File: src/rtl/ssr_pkg.sv
// Shared types and constants for the stream search-and-replace block.
// Used by ssr_front, ssr_fifo, ssr_back, the top level and the testbench.
// No dependencies.
package ssr_pkg;

    // Default sizes, handed down from the top level
    localparam int NEEDLE_MAX_DEF  = 8;
    localparam int REPLACE_MAX_DEF = 8;
    localparam int QUEUE_DEPTH_DEF = 4;

    // Configuration register indexes
    localparam int CFG_IDX_W = 4;
    localparam logic [CFG_IDX_W-1:0] REG_NEEDLE_BYTES      = 4'd0;
    localparam logic [CFG_IDX_W-1:0] REG_NEEDLE_LEN        = 4'd1;
    localparam logic [CFG_IDX_W-1:0] REG_REPLACEMENT_BYTES = 4'd2;
    localparam logic [CFG_IDX_W-1:0] REG_REPLACEMENT_LEN   = 4'd3;

    localparam logic [15:0] COUNT_MAX = 16'hFFFF;

    // Register file contents
    typedef struct packed {
        logic [63:0] needle_bytes;
        logic [3:0]  needle_len;
        logic [63:0] repl_bytes;
        logic [3:0]  repl_len;
    } cfg_t;

    // Command kinds passed from front to back
    typedef enum logic [1:0] {
        CMD_BYTE,
        CMD_REPL,
        CMD_EMPTY
    } cmd_kind_t;

    typedef struct packed {
        cmd_kind_t   kind;
        logic [7:0]  data;
        logic        last;
        logic [15:0] count;
    } cmd_t;

endpackage

File: src/rtl/ssr_front.sv
// Front end: accepts text bytes, keeps the partial-match window and turns
// each byte into byte / replacement / end commands for the back end.
// Depends on ssr_pkg.
module ssr_front #(
    parameter int NEEDLE_MAX = ssr_pkg::NEEDLE_MAX_DEF
) (
    input  logic          clk,
    input  logic          rst_n,
    input  logic          s_tvalid,
    output logic          s_tready,
    input  logic [7:0]    in_byte,
    input  logic          final_byte,
    input  ssr_pkg::cfg_t cfg,
    input  logic          needle_wr,
    input  logic          q_full,
    output logic          q_push,
    output ssr_pkg::cmd_t q_cmd
);
    import ssr_pkg::*;

    localparam int CW = $clog2(NEEDLE_MAX + 1);

    typedef enum logic [2:0] {
        ST_IDLE,
        ST_STALE,
        ST_SCAN,
        ST_FLUSH,
        ST_END
    } state_t;

    state_t         state_reg;
    logic [7:0]     win_reg [NEEDLE_MAX];
    logic [CW-1:0]  cnt_reg;
    logic [7:0]     byte_reg;
    logic           fin_reg;
    logic           stale_reg;
    logic [15:0]    total_reg;
    logic           pend_valid_reg;
    cmd_t           pend_reg;

    logic [7:0]     ndl [NEEDLE_MAX];
    logic [CW-1:0]  n_lim;
    logic [7:0]     it_buf [NEEDLE_MAX];
    logic [7:0]     it_shift [NEEDLE_MAX];
    logic [CW-1:0]  it_cnt;
    logic [CW-1:0]  it_m;
    logic [CW-1:0]  it_sh;
    logic [CW-1:0]  it_cnt_after;
    logic           it_eq;
    logic           it_full;
    logic           it_part;
    logic           it_cmd_valid;
    cmd_t           it_cmd;
    logic           fin_cur;
    state_t         it_next_state;
    logic           accept;
    logic           go_stale;
    cmd_t           head_cmd;

    // Needle lanes and clamped length
    always_comb
    begin
        for (int i = 0; i < NEEDLE_MAX; i++)
        begin
            ndl[i] = cfg.needle_bytes[8*i +: 8];
        end
        if (cfg.needle_len > 4'(NEEDLE_MAX))
            n_lim = CW'(NEEDLE_MAX);
        else
            n_lim = cfg.needle_len[CW-1:0];
    end

    // One match step: on accept the new byte joins the window at cnt_reg
    always_comb
    begin
        for (int i = 0; i < NEEDLE_MAX; i++)
        begin
            it_buf[i] = win_reg[i];
            if (state_reg == ST_IDLE && CW'(i) == cnt_reg)
                it_buf[i] = in_byte;
        end
        it_cnt = (state_reg == ST_IDLE) ? cnt_reg + CW'(1) : cnt_reg;
        it_m   = (it_cnt < n_lim) ? it_cnt : n_lim;

        it_eq = 1'b1;
        for (int i = 0; i < NEEDLE_MAX; i++)
        begin
            if (CW'(i) < it_m && it_buf[i] != ndl[i])
                it_eq = 1'b0;
        end
        it_full = (n_lim != '0) && it_eq && (it_cnt >= n_lim);
        it_part = (n_lim != '0) && it_eq && !it_full;

        // Drop a whole needle on a match, keep a partial match, else release the oldest byte
        if (it_full)
            it_sh = n_lim;
        else if (it_part)
            it_sh = '0;
        else
            it_sh = CW'(1);
        it_cnt_after = it_cnt - it_sh;
        for (int i = 0; i < NEEDLE_MAX; i++)
        begin
            it_shift[i] = it_buf[i];
            for (int j = 0; j < NEEDLE_MAX; j++)
            begin
                if (j == i + int'(it_sh))
                    it_shift[i] = it_buf[j];
            end
        end

        it_cmd_valid = it_full ? (cfg.repl_len != 4'd0) : !it_part;
        it_cmd.kind  = it_full ? CMD_REPL : CMD_BYTE;
        it_cmd.data  = it_buf[0];
        it_cmd.last  = 1'b0;
        it_cmd.count = '0;

        fin_cur = (state_reg == ST_IDLE) ? final_byte : fin_reg;
        if (!it_part && it_cnt_after != '0)
            it_next_state = ST_SCAN;
        else if (fin_cur)
            it_next_state = (it_cnt_after != '0) ? ST_FLUSH : ST_END;
        else
            it_next_state = ST_IDLE;
    end

    // Handshake and queue push
    always_comb
    begin
        s_tready = (state_reg == ST_IDLE) && !q_full;
        accept   = s_tvalid && s_tready;
        go_stale = stale_reg && (cnt_reg != '0);

        head_cmd.kind  = CMD_BYTE;
        head_cmd.data  = win_reg[0];
        head_cmd.last  = 1'b0;
        head_cmd.count = '0;

        q_cmd = pend_reg;
        unique case (state_reg)
            ST_IDLE:
            begin
                q_push = pend_valid_reg && !q_full;
            end
            ST_STALE, ST_FLUSH:
            begin
                q_push = pend_valid_reg && !q_full;
            end
            ST_SCAN:
            begin
                q_push = pend_valid_reg && !q_full && it_cmd_valid;
            end
            ST_END:
            begin
                q_push = !q_full;
                if (pend_valid_reg)
                begin
                    q_cmd.last  = 1'b1;
                    q_cmd.count = total_reg;
                end
                else
                begin
                    q_cmd.kind  = CMD_EMPTY;
                    q_cmd.data  = '0;
                    q_cmd.last  = 1'b1;
                    q_cmd.count = total_reg;
                end
            end
            default:
            begin
                q_push = 1'b0;
            end
        endcase
    end

    // State and registers
    always_ff @(posedge clk or negedge rst_n)
    begin
        if (!rst_n)
        begin
            state_reg      <= ST_IDLE;
            cnt_reg        <= '0;
            stale_reg      <= 1'b0;
            total_reg      <= '0;
            pend_valid_reg <= 1'b0;
            fin_reg        <= 1'b0;
        end
        else
        begin
            if (needle_wr && cnt_reg != '0)
                stale_reg <= 1'b1;

            unique case (state_reg)
                ST_IDLE:
                begin
                    if (q_push)
                        pend_valid_reg <= 1'b0;
                    if (accept)
                    begin
                        byte_reg  <= in_byte;
                        fin_reg   <= final_byte;
                        stale_reg <= 1'b0;
                        if (go_stale)
                        begin
                            state_reg <= ST_STALE;
                        end
                        else
                        begin
                            for (int i = 0; i < NEEDLE_MAX; i++)
                            begin
                                win_reg[i] <= it_shift[i];
                            end
                            cnt_reg <= it_cnt_after;
                            if (it_cmd_valid)
                            begin
                                pend_reg       <= it_cmd;
                                pend_valid_reg <= 1'b1;
                            end
                            if (it_full && total_reg != COUNT_MAX)
                                total_reg <= total_reg + 16'd1;
                            state_reg <= it_next_state;
                        end
                    end
                end
                ST_STALE:
                begin
                    // Release held bytes from before the needle changed
                    if (!q_full)
                    begin
                        pend_reg       <= head_cmd;
                        pend_valid_reg <= 1'b1;
                        for (int i = 0; i < NEEDLE_MAX - 1; i++)
                        begin
                            win_reg[i] <= win_reg[i+1];
                        end
                        if (cnt_reg == CW'(1))
                        begin
                            win_reg[0] <= byte_reg;
                            state_reg  <= ST_SCAN;
                        end
                        else
                        begin
                            cnt_reg <= cnt_reg - CW'(1);
                        end
                    end
                end
                ST_SCAN:
                begin
                    if (!q_full)
                    begin
                        for (int i = 0; i < NEEDLE_MAX; i++)
                        begin
                            win_reg[i] <= it_shift[i];
                        end
                        cnt_reg <= it_cnt_after;
                        if (it_cmd_valid)
                        begin
                            pend_reg       <= it_cmd;
                            pend_valid_reg <= 1'b1;
                        end
                        if (it_full && total_reg != COUNT_MAX)
                            total_reg <= total_reg + 16'd1;
                        state_reg <= it_next_state;
                    end
                end
                ST_FLUSH:
                begin
                    // End of text: drain the window unchanged
                    if (!q_full)
                    begin
                        pend_reg       <= head_cmd;
                        pend_valid_reg <= 1'b1;
                        for (int i = 0; i < NEEDLE_MAX - 1; i++)
                        begin
                            win_reg[i] <= win_reg[i+1];
                        end
                        cnt_reg <= cnt_reg - CW'(1);
                        if (cnt_reg == CW'(1))
                            state_reg <= ST_END;
                    end
                end
                ST_END:
                begin
                    if (!q_full)
                    begin
                        pend_valid_reg <= 1'b0;
                        total_reg      <= '0;
                        state_reg      <= ST_IDLE;
                    end
                end
                default:
                begin
                    state_reg <= ST_IDLE;
                end
            endcase
        end
    end

endmodule

File: src/rtl/ssr_fifo.sv
// Short command queue between front and back end, show-ahead read.
// Depends on ssr_pkg (command type).
module ssr_fifo #(
    parameter int DEPTH = ssr_pkg::QUEUE_DEPTH_DEF
) (
    input  logic          clk,
    input  logic          rst_n,
    input  logic          push,
    input  ssr_pkg::cmd_t push_data,
    output logic          full,
    input  logic          pop,
    output ssr_pkg::cmd_t pop_data,
    output logic          empty
);
    import ssr_pkg::*;

    localparam int AW = (DEPTH > 1) ? $clog2(DEPTH) : 1;
    localparam int NW = $clog2(DEPTH + 1);

    cmd_t          slot_reg [DEPTH];
    logic [AW-1:0] wr_ptr_reg;
    logic [AW-1:0] rd_ptr_reg;
    logic [NW-1:0] fill_reg;

    assign full     = (fill_reg == NW'(DEPTH));
    assign empty    = (fill_reg == '0);
    assign pop_data = slot_reg[rd_ptr_reg];

    // Entry storage
    always_ff @(posedge clk)
    begin
        if (push && !full)
            slot_reg[wr_ptr_reg] <= push_data;
    end

    // Pointers and fill level
    always_ff @(posedge clk or negedge rst_n)
    begin
        if (!rst_n)
        begin
            wr_ptr_reg <= '0;
            rd_ptr_reg <= '0;
            fill_reg   <= '0;
        end
        else
        begin
            if (push && !full)
                wr_ptr_reg <= (wr_ptr_reg == AW'(DEPTH - 1)) ? '0 : wr_ptr_reg + AW'(1);
            if (pop && !empty)
                rd_ptr_reg <= (rd_ptr_reg == AW'(DEPTH - 1)) ? '0 : rd_ptr_reg + AW'(1);
            if ((push && !full) && !(pop && !empty))
                fill_reg <= fill_reg + NW'(1);
            else if (!(push && !full) && (pop && !empty))
                fill_reg <= fill_reg - NW'(1);
        end
    end

endmodule

File: src/rtl/ssr_back.sv
// Back end: expands queued commands into result items, one per cycle while
// the receiver is ready, through a registered output stage. Depends on ssr_pkg.
module ssr_back #(
    parameter int REPLACE_MAX = ssr_pkg::REPLACE_MAX_DEF
) (
    input  logic          clk,
    input  logic          rst_n,
    input  logic          q_empty,
    output logic          q_pop,
    input  ssr_pkg::cmd_t q_cmd,
    input  ssr_pkg::cfg_t cfg,
    output logic          m_tvalid,
    input  logic          m_tready,
    output logic [7:0]    out_byte,
    output logic          byte_valid,
    output logic          end_of_text,
    output logic [15:0]   replace_count
);
    import ssr_pkg::*;

    localparam int RW   = $clog2(REPLACE_MAX + 1);
    localparam int RI_W = (REPLACE_MAX > 1) ? $clog2(REPLACE_MAX) : 1;

    cmd_t            cur_reg;
    logic            cur_valid_reg;
    logic [RI_W-1:0] idx_reg;
    logic            out_valid_reg;
    logic [7:0]      out_byte_reg;
    logic            out_bv_reg;
    logic            out_last_reg;
    logic [15:0]     out_count_reg;

    logic [RW-1:0]   rl_lim;
    logic            rep_last;
    logic            item_done;
    logic            out_load;
    logic            step;
    logic [7:0]      item_byte;
    logic            item_bv;
    logic            item_last;

    // Current item from the command at the head
    always_comb
    begin
        if (cfg.repl_len > 4'(REPLACE_MAX))
            rl_lim = RW'(REPLACE_MAX);
        else
            rl_lim = cfg.repl_len[RW-1:0];
        rep_last = (RW'(idx_reg) == rl_lim - RW'(1));

        unique case (cur_reg.kind)
            CMD_BYTE:
            begin
                item_byte = cur_reg.data;
                item_bv   = 1'b1;
                item_done = 1'b1;
            end
            CMD_REPL:
            begin
                item_byte = cfg.repl_bytes[{idx_reg, 3'b000} +: 8];
                item_bv   = 1'b1;
                item_done = rep_last;
            end
            CMD_EMPTY:
            begin
                item_byte = '0;
                item_bv   = 1'b0;
                item_done = 1'b1;
            end
            default:
            begin
                item_byte = '0;
                item_bv   = 1'b0;
                item_done = 1'b1;
            end
        endcase
        item_last = cur_reg.last && item_done;

        out_load = !out_valid_reg || m_tready;
        step     = out_load && cur_valid_reg;
        q_pop    = !q_empty && (!cur_valid_reg || (step && item_done));
    end

    // Command register, replacement index and output stage
    always_ff @(posedge clk or negedge rst_n)
    begin
        if (!rst_n)
        begin
            cur_valid_reg <= 1'b0;
            out_valid_reg <= 1'b0;
            idx_reg       <= '0;
        end
        else
        begin
            if (out_load)
            begin
                out_valid_reg <= cur_valid_reg;
                out_byte_reg  <= item_byte;
                out_bv_reg    <= item_bv;
                out_last_reg  <= item_last;
                out_count_reg <= item_last ? cur_reg.count : 16'd0;
            end
            if (step)
                idx_reg <= item_done ? '0 : idx_reg + RI_W'(1);
            if (q_pop)
            begin
                cur_reg       <= q_cmd;
                cur_valid_reg <= 1'b1;
            end
            else if (step && item_done)
            begin
                cur_valid_reg <= 1'b0;
            end
        end
    end

    assign m_tvalid      = out_valid_reg;
    assign out_byte      = out_byte_reg;
    assign byte_valid    = out_bv_reg;
    assign end_of_text   = out_last_reg;
    assign replace_count = out_count_reg;

endmodule

File: src/rtl/stream_search_and_replace_top.sv
// Top level of the stream search-and-replace block: configuration
// registers, front end, command queue and back end.
// Depends on ssr_pkg, ssr_front, ssr_fifo, ssr_back.
//
// Usage:
//   Input stream (s_*): one text byte per transaction, s_tlast on the last
//   byte of a text. Output stream (m_*): one rewritten byte per transaction;
//   m_tlast marks the last item of a text, which also carries the count of
//   replacements (saturating at 65535). An item with byte_valid low is an
//   empty end marker for a text that produced no bytes in its last step.
//   Configuration (cfg_*): index 0 needle bytes, 1 needle length,
//   2 replacement bytes, 3 replacement length; write only while idle.
// Flow: the front end matches each accepted byte, then scans the window again
//   for each extra byte released or match found in the window, and on the
//   final byte flushes the window and sends the end item; the back end sends
//   one item per cycle while m_tready allows, and a match yields one item
//   per replacement byte.
// Reset clears the window, the count and the queue; registers read zero.
// When the receiver stalls, the output register holds its item, the queue
//   fills and s_tready drops; nothing is lost.
module stream_search_and_replace_top #(
    parameter int NEEDLE_MAX  = ssr_pkg::NEEDLE_MAX_DEF,
    parameter int REPLACE_MAX = ssr_pkg::REPLACE_MAX_DEF,
    parameter int QUEUE_DEPTH = ssr_pkg::QUEUE_DEPTH_DEF
) (
    input  logic                          clk,
    input  logic                          rst_n,
    input  logic                          s_tvalid,
    output logic                          s_tready,
    input  logic [7:0]                    s_tdata,   // [7:0] in_byte
    input  logic                          s_tlast,   // final_byte
    output logic                          m_tvalid,
    input  logic                          m_tready,
    output logic [23:0]                   m_tdata,   // [7:0] out_byte, [23:8] replace_count
    output logic [0:0]                    m_tuser,   // [0] byte_valid
    output logic                          m_tlast,   // end_of_text
    input  logic                          cfg_valid,
    output logic                          cfg_ready,
    input  logic [ssr_pkg::CFG_IDX_W-1:0] cfg_index,
    input  logic [63:0]                   cfg_data
);
    import ssr_pkg::*;

    cfg_t        cfg_reg;
    logic        cfg_wr;
    logic        needle_wr;
    logic        q_push;
    cmd_t        q_push_cmd;
    logic        q_full;
    logic        q_pop;
    cmd_t        q_head;
    logic        q_empty;
    logic [7:0]  out_byte;
    logic        byte_valid;
    logic        end_of_text;
    logic [15:0] replace_count;

    // Configuration register file
    assign cfg_ready = 1'b1;
    assign cfg_wr    = cfg_valid && cfg_ready;
    assign needle_wr = cfg_wr && (cfg_index == REG_NEEDLE_BYTES ||
                                  cfg_index == REG_NEEDLE_LEN);

    always_ff @(posedge clk or negedge rst_n)
    begin
        if (!rst_n)
        begin
            cfg_reg <= '0;
        end
        else if (cfg_wr)
        begin
            unique case (cfg_index)
                REG_NEEDLE_BYTES:      cfg_reg.needle_bytes <= cfg_data;
                REG_NEEDLE_LEN:        cfg_reg.needle_len   <= cfg_data[3:0];
                REG_REPLACEMENT_BYTES: cfg_reg.repl_bytes   <= cfg_data;
                REG_REPLACEMENT_LEN:   cfg_reg.repl_len     <= cfg_data[3:0];
                default:               cfg_reg              <= cfg_reg;
            endcase
        end
    end

    ssr_front #(
        .NEEDLE_MAX (NEEDLE_MAX)
    ) u_front (
        .clk        (clk),
        .rst_n      (rst_n),
        .s_tvalid   (s_tvalid),
        .s_tready   (s_tready),
        .in_byte    (s_tdata),
        .final_byte (s_tlast),
        .cfg        (cfg_reg),
        .needle_wr  (needle_wr),
        .q_full     (q_full),
        .q_push     (q_push),
        .q_cmd      (q_push_cmd)
    );

    ssr_fifo #(
        .DEPTH (QUEUE_DEPTH)
    ) u_fifo (
        .clk       (clk),
        .rst_n     (rst_n),
        .push      (q_push),
        .push_data (q_push_cmd),
        .full      (q_full),
        .pop       (q_pop),
        .pop_data  (q_head),
        .empty     (q_empty)
    );

    ssr_back #(
        .REPLACE_MAX (REPLACE_MAX)
    ) u_back (
        .clk           (clk),
        .rst_n         (rst_n),
        .q_empty       (q_empty),
        .q_pop         (q_pop),
        .q_cmd         (q_head),
        .cfg           (cfg_reg),
        .m_tvalid      (m_tvalid),
        .m_tready      (m_tready),
        .out_byte      (out_byte),
        .byte_valid    (byte_valid),
        .end_of_text   (end_of_text),
        .replace_count (replace_count)
    );

    // Output packing
    assign m_tdata = {replace_count, out_byte};
    assign m_tuser = byte_valid;
    assign m_tlast = end_of_text;

endmodule

File: config.mk
export PLATFORM = sky130hd
export DESIGN_NAME = stream_search_and_replace_top
export DESIGN_NICKNAME = d
export VERILOG_FILES = /design/src/rtl/ssr_pkg.sv /design/src/rtl/ssr_front.sv /design/src/rtl/ssr_fifo.sv /design/src/rtl/ssr_back.sv /design/src/rtl/stream_search_and_replace_top.sv
export SDC_FILE = /design/constraint.sdc
export NUM_CORES = 1
export LEC_CHECK = 0
export BUFFER_PORTS_ARGS = -buffer_cell sky130_fd_sc_hd__buf_2
export CORE_MARGIN = 2
export CORE_UTILIZATION = 38
export DETAILED_ROUTE_END_ITERATION = 10
export PLACE_DENSITY = 0.52
export SYNTH_ARGS = -nofsm -noshare
export SYNTH_HDL_FRONTEND = slang
export SYNTH_SLANG_ARGS = --single-unit
File: constraint.sdc
create_clock -name clk -period 8.9 [get_ports clk]
set_input_delay 0.445 -clock clk [delete_from_list [all_inputs] [get_ports clk]]
set_output_delay 0.445 -clock clk [all_outputs]
set_load 0.01 [all_outputs]
==> summary.txt, run 1 <==
Place
  • Final RePlAce weighted congestion: roughly 1.0
  • Number of buffers inserted by port buffering: roughly 110
  • Dpl hpwl: 80400 µm
  • Inst Count DP: between 3k and 4k

Timing
  • Final Cycle Share: 0.854
  • Number of setup violations in the final report: 0
  • Worst hold margin: ~0.063 ns
  • Final setup skew: 0.0280 ns
  • Final Slew Violations: 0
  • RSZ-0062 raised after global routing: false
  • Aggregate negative setup slack: 0 ns
  • Fin crit period: 7.60 ns
  • Achievable clock frequency: 132 MHz
  • Hold Fails Final Rpt: 0
  • Least-Margin Pin Slew: 1.38 ns
  • Max_slew headroom: 0.0715

Clocking
  • Num Clock Sinks: 434
  • Root Driver: sky130_fd_sc_hd__clkbuf_16
  • Number of levels the H-tree was split into: 2
  • Insertion delay to the later sink of the worst-skew pair: 0.62 ns
  • Buffers from clock root to sink, at most: 3
  • Post-CTS setup repair buffer count: 0
  • Number of buffers created by CTS: between 40 and 50
  • Clock Pin Slew Worst Setup and Hold Paths: 0.06 ns
  • TritonCTS clock tree: yes

Floorplan
  • Number of ports placed on the die boundary: 111
  • Core area: approximately 66000 µm²
  • Overall die width: 261 µm
  • Die Area: 68100 µm²
  • Height of the die: 261 µm
  • Effective utilization at floorplan: 0.383
  • Floorplan row count: 94

Global route
  • Number of antenna violations at the first check in global routing: 6
  • Overflow left after global routing: 0
  • GR met1 Demand/Resource: 0.460
  • Met3 routing resource usage after global routing: 0.0627
  • Most used routing layer: met2
  • First-pass GRT wire length: approximately 150000 µm
  • Largest net degree at the start of global routing: 85
  • Global-route total usage across every layer: 0.319
  • GRT met2 Usage: 0.464
  • Vias in the first global route: 20.4k

Synth
  • Synth cell count leaders: 260 x sky130_fd_sc_hd__edfxtp_1, 197 x sky130_fd_sc_hd__nand2_1, 174 x sky130_fd_sc_hd__dfrtp_1
  • Count of unique library cells instantiated by Yosys: between 90 and 100
  • Post-Syn Nets: 2400
  • Post-synthesis instance area: 25100 µm²
  • Synth warn: 0
  • Most common flop cell mapped by yosys: sky130_fd_sc_hd__edfxtp_1
  • Biggest area consumer among synthesized cells: sky130_fd_sc_hd__edfxtp_1
  • FF+latch count, synth: 434
  • Number of enable flip-flop cells after synthesis: 260
  • Fraction of synthesis flops using an asynchronous set or reset pin: 0.401
  • Synthesized instance count: 2290
  • Share of synthesized area occupied by flip-flops and latches: 0.485
  • Post-synthesis area per instance: 11.0 µm²
  • Area share of the largest cell type after synthesis: 0.311
  • Top-count cell post-synth: sky130_fd_sc_hd__edfxtp_1
  • Synth area leaders: sky130_fd_sc_hd__edfxtp_1 31%, sky130_fd_sc_hd__dfrtp_1 17%, sky130_fd_sc_hd__mux2_2 7.2%

Drt
  • Detailed Routing Iterations Pass 1: 6
  • Final antenna-violating net count: 0
  • Via count: ~21k
  • Post-detailed-routing wire length: 109000 µm
  • Residual DRC count: 0
  • Iter 0 DRT Violations: 2848
  • Routed wire length per instance: 33.2 µm
  • Mean number of vias per cell: 6.47

Critical path
  • Critical Path Fanout Max: 16
  • Startpoint-to-endpoint class of the critical path: register to register
  • R2r endpoint: u_front.win_reg[3][2]
  • Type of element capturing the critical path: register
  • Data arrival time of the critical path: 7.97 ns
  • Startpoint types: register
  • Cell count of the worst reg-to-reg path: 22
  • Data required time of the worst path: 9.27 ns
  • Internal reg-to-reg setup slack: 1.30 ns
  • Worst flop-to-flop path startpoint: cfg_reg[71]

Cells and area
  • Largest register FFs: 136
  • Synthesis-to-layout area growth: 13.3%
  • Final Non-Filler Cells: 3300
  • Layout cell share with drive strength beyond 1: 0.226
  • Nets: ~2.5k

Worst hold path
  • End point of the most critical hold path: cfg_reg[114]
  • Count of cells along the worst hold path: 3
  • Min-delay src: cfg_data[42]
  • Type of the most critical hold path: primary input to register

Power
  • Peak supply drop: 184 µV
  • Power per standard cell area: 363 nW/µm²
  • Standby leakage power: 10.8 nW

Job
  • # Max-Cap Violations: 0

Status
  • Outcome: finished, final reports clean
==> where the power goes <==
| group | internal [mW] | total, mW | switching, mW | leakage [nW] |
|---|---|---|---|---|
| clock network | 1.12 | 2.01 | 0.886 | 0.784 |
| registers | 3.08 | 3.72 | 0.644 | 4.59 |
| logic | 1.57 | 4.60 | 3.03 | 5.44 |
| total | 5.77 | 10.3 | 4.56 | 10.8 |
==> worst max path at each step <==
| stage | startpoint | end | slack (ns) | cells after the start |
|---|---|---|---|---|
| 6_report | cfg_reg[71] | u_front.win_reg[3][2] | 1.30 | 22 |
| 3_3_place_gp | u_front.state_reg[0] | u_front.win_reg[3][5] | 1.62 | 23 |
| 5_1_grt | cfg_reg[71] | u_front.win_reg[3][2] | 0.65 | 22 |
| 2_1_floorplan | u_front.state_reg[0] | u_front.win_reg[3][5] | 2.48 | 26 |
| 4_1_cts | u_front.state_reg[0] | u_front.win_reg[3][5] | 1.53 | 23 |
| 3_5_place_dp | u_front.state_reg[0] | u_front.win_reg[3][5] | 1.55 | 23 |
==> layout make-up <==
| type | count | area, µm² |
|---|---|---|
| clock buffer | 62 | 1320 |
| tap | 864 | 1080 |
| sequential | 434 | 12200 |
| multi-input combinational | 1655 | 12200 |
| timing repair buffer | 191 | 1170 |
| clock inverter | 30 | 284 |
| fill | 6201 | 37100 |
| antenna | 3 | 7.51 |
| inverter | 61 | 229 |
==> metal layers <==
metal  vias up  wire length (µm)
met3       299             10700
met2      1343             45900
met4         0              5870
met1     10781             46900
li1       8941                 -
met5         -                 0
==> cell usage in the layout (no fill, tap or decap), drive strengths merged, types with 63 or more instances in the layout <==
| cell | n |
|---|---|
| a21oi | 107 |
| dfrtp | 174 |
| buf | 189 |
| xnor2 | 63 |
| mux2i | 71 |
| edfxtp | 260 |
| o21ai | 153 |
| nor2 | 156 |
| clkbuf | 63 |
| mux2 | 162 |
| nand2 | 201 |
==> logic make-up (layout without fill, tap and decap cells) <==
family | Yosys count | count (layout) | share of synthesized area
adder cells (fa/ha/maj) | 28 | 28 | 0.0146
buffers and inverters | 201 | 344 | 0.0333
flip-flops | 434 | 434 | 0.485
multiplexers | 276 | 276 | 0.142
XOR/XNOR | 101 | 101 | 0.0353
AO/OA/AOI/OAI | 586 | 586 | 0.157
AND/OR/NAND/NOR | 663 | 663 | 0.133
other | 1 | 4 | 0.000149
==> what timing repair did <==
| action | CTS | global route |
|---|---|---|
| hold buffers | 1 | 0 |
| resized for setup | 0 | 0 |
| endpoints found under the hold margin | 47 | 0 |
==> metrics by stage <==
step	power (mW)	setup WS, ns	area [µm²]	utilization
after floorplan	6.10	2.48	25100	-
after global placement	8.14	1.62	26800	0.409
after detailed placement	8.17	1.55	26800	0.409
after CTS	10.2	1.53	28400	0.434
after global routing	10.7	0.650	28400	0.434
final	10.3	1.30	28400	0.434
==> critical path: stages, from the launching register on <==
cell                       delay (ns)
sky130_fd_sc_hd__dfrtp_1         0.54
sky130_fd_sc_hd__nor2_1          0.75
sky130_fd_sc_hd__clkinv_1        0.58
sky130_fd_sc_hd__ha_1            0.36
sky130_fd_sc_hd__a21oi_1         0.53
sky130_fd_sc_hd__a31oi_2         0.25
sky130_fd_sc_hd__a211oi_1        0.36
sky130_fd_sc_hd__o21a_1          0.20
sky130_fd_sc_hd__o211a_1         0.17
sky130_fd_sc_hd__and4_1          0.29
sky130_fd_sc_hd__nand2_2         0.15
sky130_fd_sc_hd__nor2_1          0.24
sky130_fd_sc_hd__inv_1           0.17
sky130_fd_sc_hd__ha_1            0.26
sky130_fd_sc_hd__a21oi_1         0.14
sky130_fd_sc_hd__nor2_1          0.06
sky130_fd_sc_hd__o21ai_1         0.43
sky130_fd_sc_hd__nor2b_1         0.31
sky130_fd_sc_hd__nand2_1         0.19
sky130_fd_sc_hd__nor2_2          0.63
sky130_fd_sc_hd__a22oi_1         0.19
sky130_fd_sc_hd__and3_1          0.23
sky130_fd_sc_hd__o32a_1          0.33
Power figures use the tool's default switching activity.
==> run 2: changes to the inputs <==
--- a/config.mk
+++ b/config.mk
@@ -6,7 +6,7 @@
 export NUM_CORES = 1
 export LEC_CHECK = 0
 export BUFFER_PORTS_ARGS = -buffer_cell sky130_fd_sc_hd__buf_2
-export CORE_MARGIN = 2
+export CORE_MARGIN = 5
 export CORE_UTILIZATION = 38
 export DETAILED_ROUTE_END_ITERATION = 10
 export PLACE_DENSITY = 0.52
==> constraint.sdc (replaced) <==
create_clock -name clk -period 9.8 [get_ports clk]
set_input_delay 0.49 -clock clk [delete_from_list [all_inputs] [get_ports clk]]
set_output_delay 0.49 -clock clk [all_outputs]
set_load 0.01 [all_outputs]
==> run 2 against run 1 <==
  * Wire length rose by 0.67%
  * Core utilization fell by 0.091 points
  * Highest routed layer is now met5
  * Sequential share of layout area barely moved
  * Critical path type unchanged
==> summary.txt, run 2 (synthesized netlist as in run 1, its figures left out) <==
Cells and area
  • Leading cell type in the layout, fill and taps excluded: sky130_fd_sc_hd__edfxtp_1
  • Top library cells by usage in the layout, fill and taps aside: 260 x sky130_fd_sc_hd__edfxtp_1, 197 x sky130_fd_sc_hd__nand2_1, 173 x sky130_fd_sc_hd__dfrtp_1, 160 x sky130_fd_sc_hd__mux2_2, 151 x sky130_fd_sc_hd__nor2_1
  • Layout cell share with drive strength beyond 1: 0.226
  • Nets: 2494
  • Largest register FFs: 136
  • Synthesis-to-layout area growth: 13.3%
  • Post-route design area: about 28000 µm²

Timing
  • Hold Fails Final Rpt: 0
  • Aggregate negative setup slack: 0 ns
  • Max_slew headroom: 0.0704
  • Least-Margin Pin Slew: 1.38 ns
  • Final Cycle Share: 0.828
  • Achievable clock frequency: 123 MHz
  • Final setup skew: 0.0333 ns
  • Setup ws final: roughly 1.7 ns
  • Number of setup violations in the final report: 0
  • RSZ-0062 raised after global routing: false
  • Fin crit period: 8.12 ns
  • Final Slew Violations: 0

Clocking
  • CTS hold repair buffers: 1
  • TritonCTS clock tree: yes
  • Post-cts resize count: 0
  • Number of levels the H-tree was split into: 2
  • Num Clock Sinks: 434
  • Clock Pin Slew Worst Setup and Hold Paths: roughly 0.060 ns
  • Insertion delay to the later sink of the worst-skew pair: 0.62 ns
  • Root Driver: sky130_fd_sc_hd__clkbuf_16
  • Post-CTS setup repair buffer count: 0
  • Number of buffers created by CTS: 50
  • Buffers from clock root to sink, at most: 3

Drt
  • Final antenna-violating net count: 0
  • Iter 0 DRT Violations: 2664
  • Detailed Routing Iterations Pass 1: 7
  • Post-detailed-routing wire length: between 100000 and 150000 µm
  • Residual DRC count: 0
  • Routed wire length per instance: 33.4 µm
  • Mean number of vias per cell: 6.42
  • Via count: 21.1k

Critical path
  • Critical Path Fanout Max: 31
  • Worst flop-to-flop path startpoint: cfg_reg[71]
  • R2r endpoint: u_front.win_reg[3][2]
  • Type of element capturing the critical path: register
  • Cell count of the worst reg-to-reg path: 22
  • Internal reg-to-reg setup slack: 1.68 ns
  • Data arrival time of the critical path: around 8.5 ns
  • Most prevalent standard cell on the critical path: sky130_fd_sc_hd__nand2_1
  • Startpoint-to-endpoint class of the critical path: register to register
  • Data required time of the worst path: roughly 10 ns
  • Delay contributed by the slowest stage of the critical path: 0.88 ns
  • Startpoint types: register
  • Ordered cell list for the critical path: nor2_1 -> clkinv_1 -> ha_1 -> a21oi_1 -> a31oi_2 -> a211oi_1 -> o21a_1 -> o211a_1 -> and4_1 -> buf_4 -> nand2_1 -> inv_1 -> ha_1 -> nand2_1 -> o21ai_1 -> buf_4 -> nor2b_1 -> nand2_1 -> nor2_2 -> a22oi_1 -> and3_1 -> o32a_1
  • Critical-path cell with the highest stage delay: sky130_fd_sc_hd__nor2_1

Power
  • Power per standard cell area: about 330 nW/µm²
  • Peak supply drop: 161 µV
  • Standby leakage power: around 11 nW

Global route
  • Number of antenna violations at the first check in global routing: 7
  • Largest net degree at the start of global routing: 85
  • Global-route total usage across every layer: 0.301
  • First-pass GRT wire length: 155000 µm
  • Overflow left after global routing: 0
  • Vias in the first global route: 20.6k

Floorplan
  • Effective utilization at floorplan: 0.382
  • Number of ports placed on the die boundary: 111
  • Overall die width: 267 µm
  • Height of the die: about 270 µm
  • Core area: 65600 µm²
  • Floorplan row count: 94
  • Die Area: approximately 70000 µm²

Worst hold path
  • Min-delay src: cfg_data[9]
  • Type of the most critical hold path: primary input to register
  • Count of cells along the worst hold path: 3
  • End point of the most critical hold path: cfg_reg[81]

Place
  • Dpl hpwl: 80000 µm
  • Placed Instance Area: 26800 µm²
  • Final RePlAce weighted congestion: 1.05
  • Number of buffers inserted by port buffering: 109
  • Placement Setup Slack: 2.04 ns

Status
  • Outcome: finished, final reports clean

Job
  • # Max-Cap Violations: 0
[run 2: cell type report]
type / instances / area (µm²)
antenna: 8 / 20.0
clock buffer: 66 / 1350
clock inverter: 26 / 259
fill: 6276 / 37200
inverter: 61 / 229
multi-input combinational: 1655 / 12200
sequential: 434 / 12200
tap: 864 / 1080
timing repair buffer: 182 / 1100
[run 2: how the worst max path moves through the flow]
stage | startpoint | endpoint
after floorplan | u_front.state_reg[0] | u_front.win_reg[3][5]
after global placement | cfg_reg[71] | u_front.win_reg[3][5]
after detailed placement | cfg_reg[71] | u_front.win_reg[3][5]
after CTS | cfg_reg[71] | u_front.win_reg[3][5]
after global routing | cfg_reg[71] | u_front.win_reg[3][5]
final | cfg_reg[71] | u_front.win_reg[3][2]
[run 2: through the flow]
stage / instances / power (mW) / utilization / hold slack [ns]
after floorplan: 2290 / 5.54 / - / 0.194
after global placement: 3195 / 7.46 / 0.408 / 0.479
after detailed placement: 3195 / 7.49 / 0.408 / 0.483
after CTS: 3288 / 9.36 / 0.433 / 0.101
after global routing: 3291 / 9.82 / 0.433 / 0.117
final: 3296 / 9.50 / 0.433 / 0.121
[run 2: routing by layer]
layer | GRT usage | wire, µm | vias up | share of wire
li1 | - | - | 8924 | -
met1 | 0.434 | 47500 | 10654 | 0.43
met2 | 0.428 | 46100 | 1254 | 0.42
met3 | 0.0694 | 10400 | 313 | 0.095
met4 | 0.144 | 6090 | 4 | 0.055
met5 | 0 | 27 | - | 0.00025
[run 2: where the power goes]
| group | total, mW | switching, mW | internal, mW |
|---|---|---|---|
| Clock | 1.86 | 0.802 | 1.06 |
| Sequential | 3.41 | 0.611 | 2.80 |
| Combinational | 4.23 | 2.80 | 1.43 |
| Total | 9.50 | 4.21 | 5.28 |
[run 2: worst max-delay path, delay by kind of cell (launching register included)]
family,cells,cell delay [ns]
fa+ha+maj,2,0.70
buf+inv,4,1.44
flops,1,0.57
simple gates,8,2.91
compound gates,8,2.21
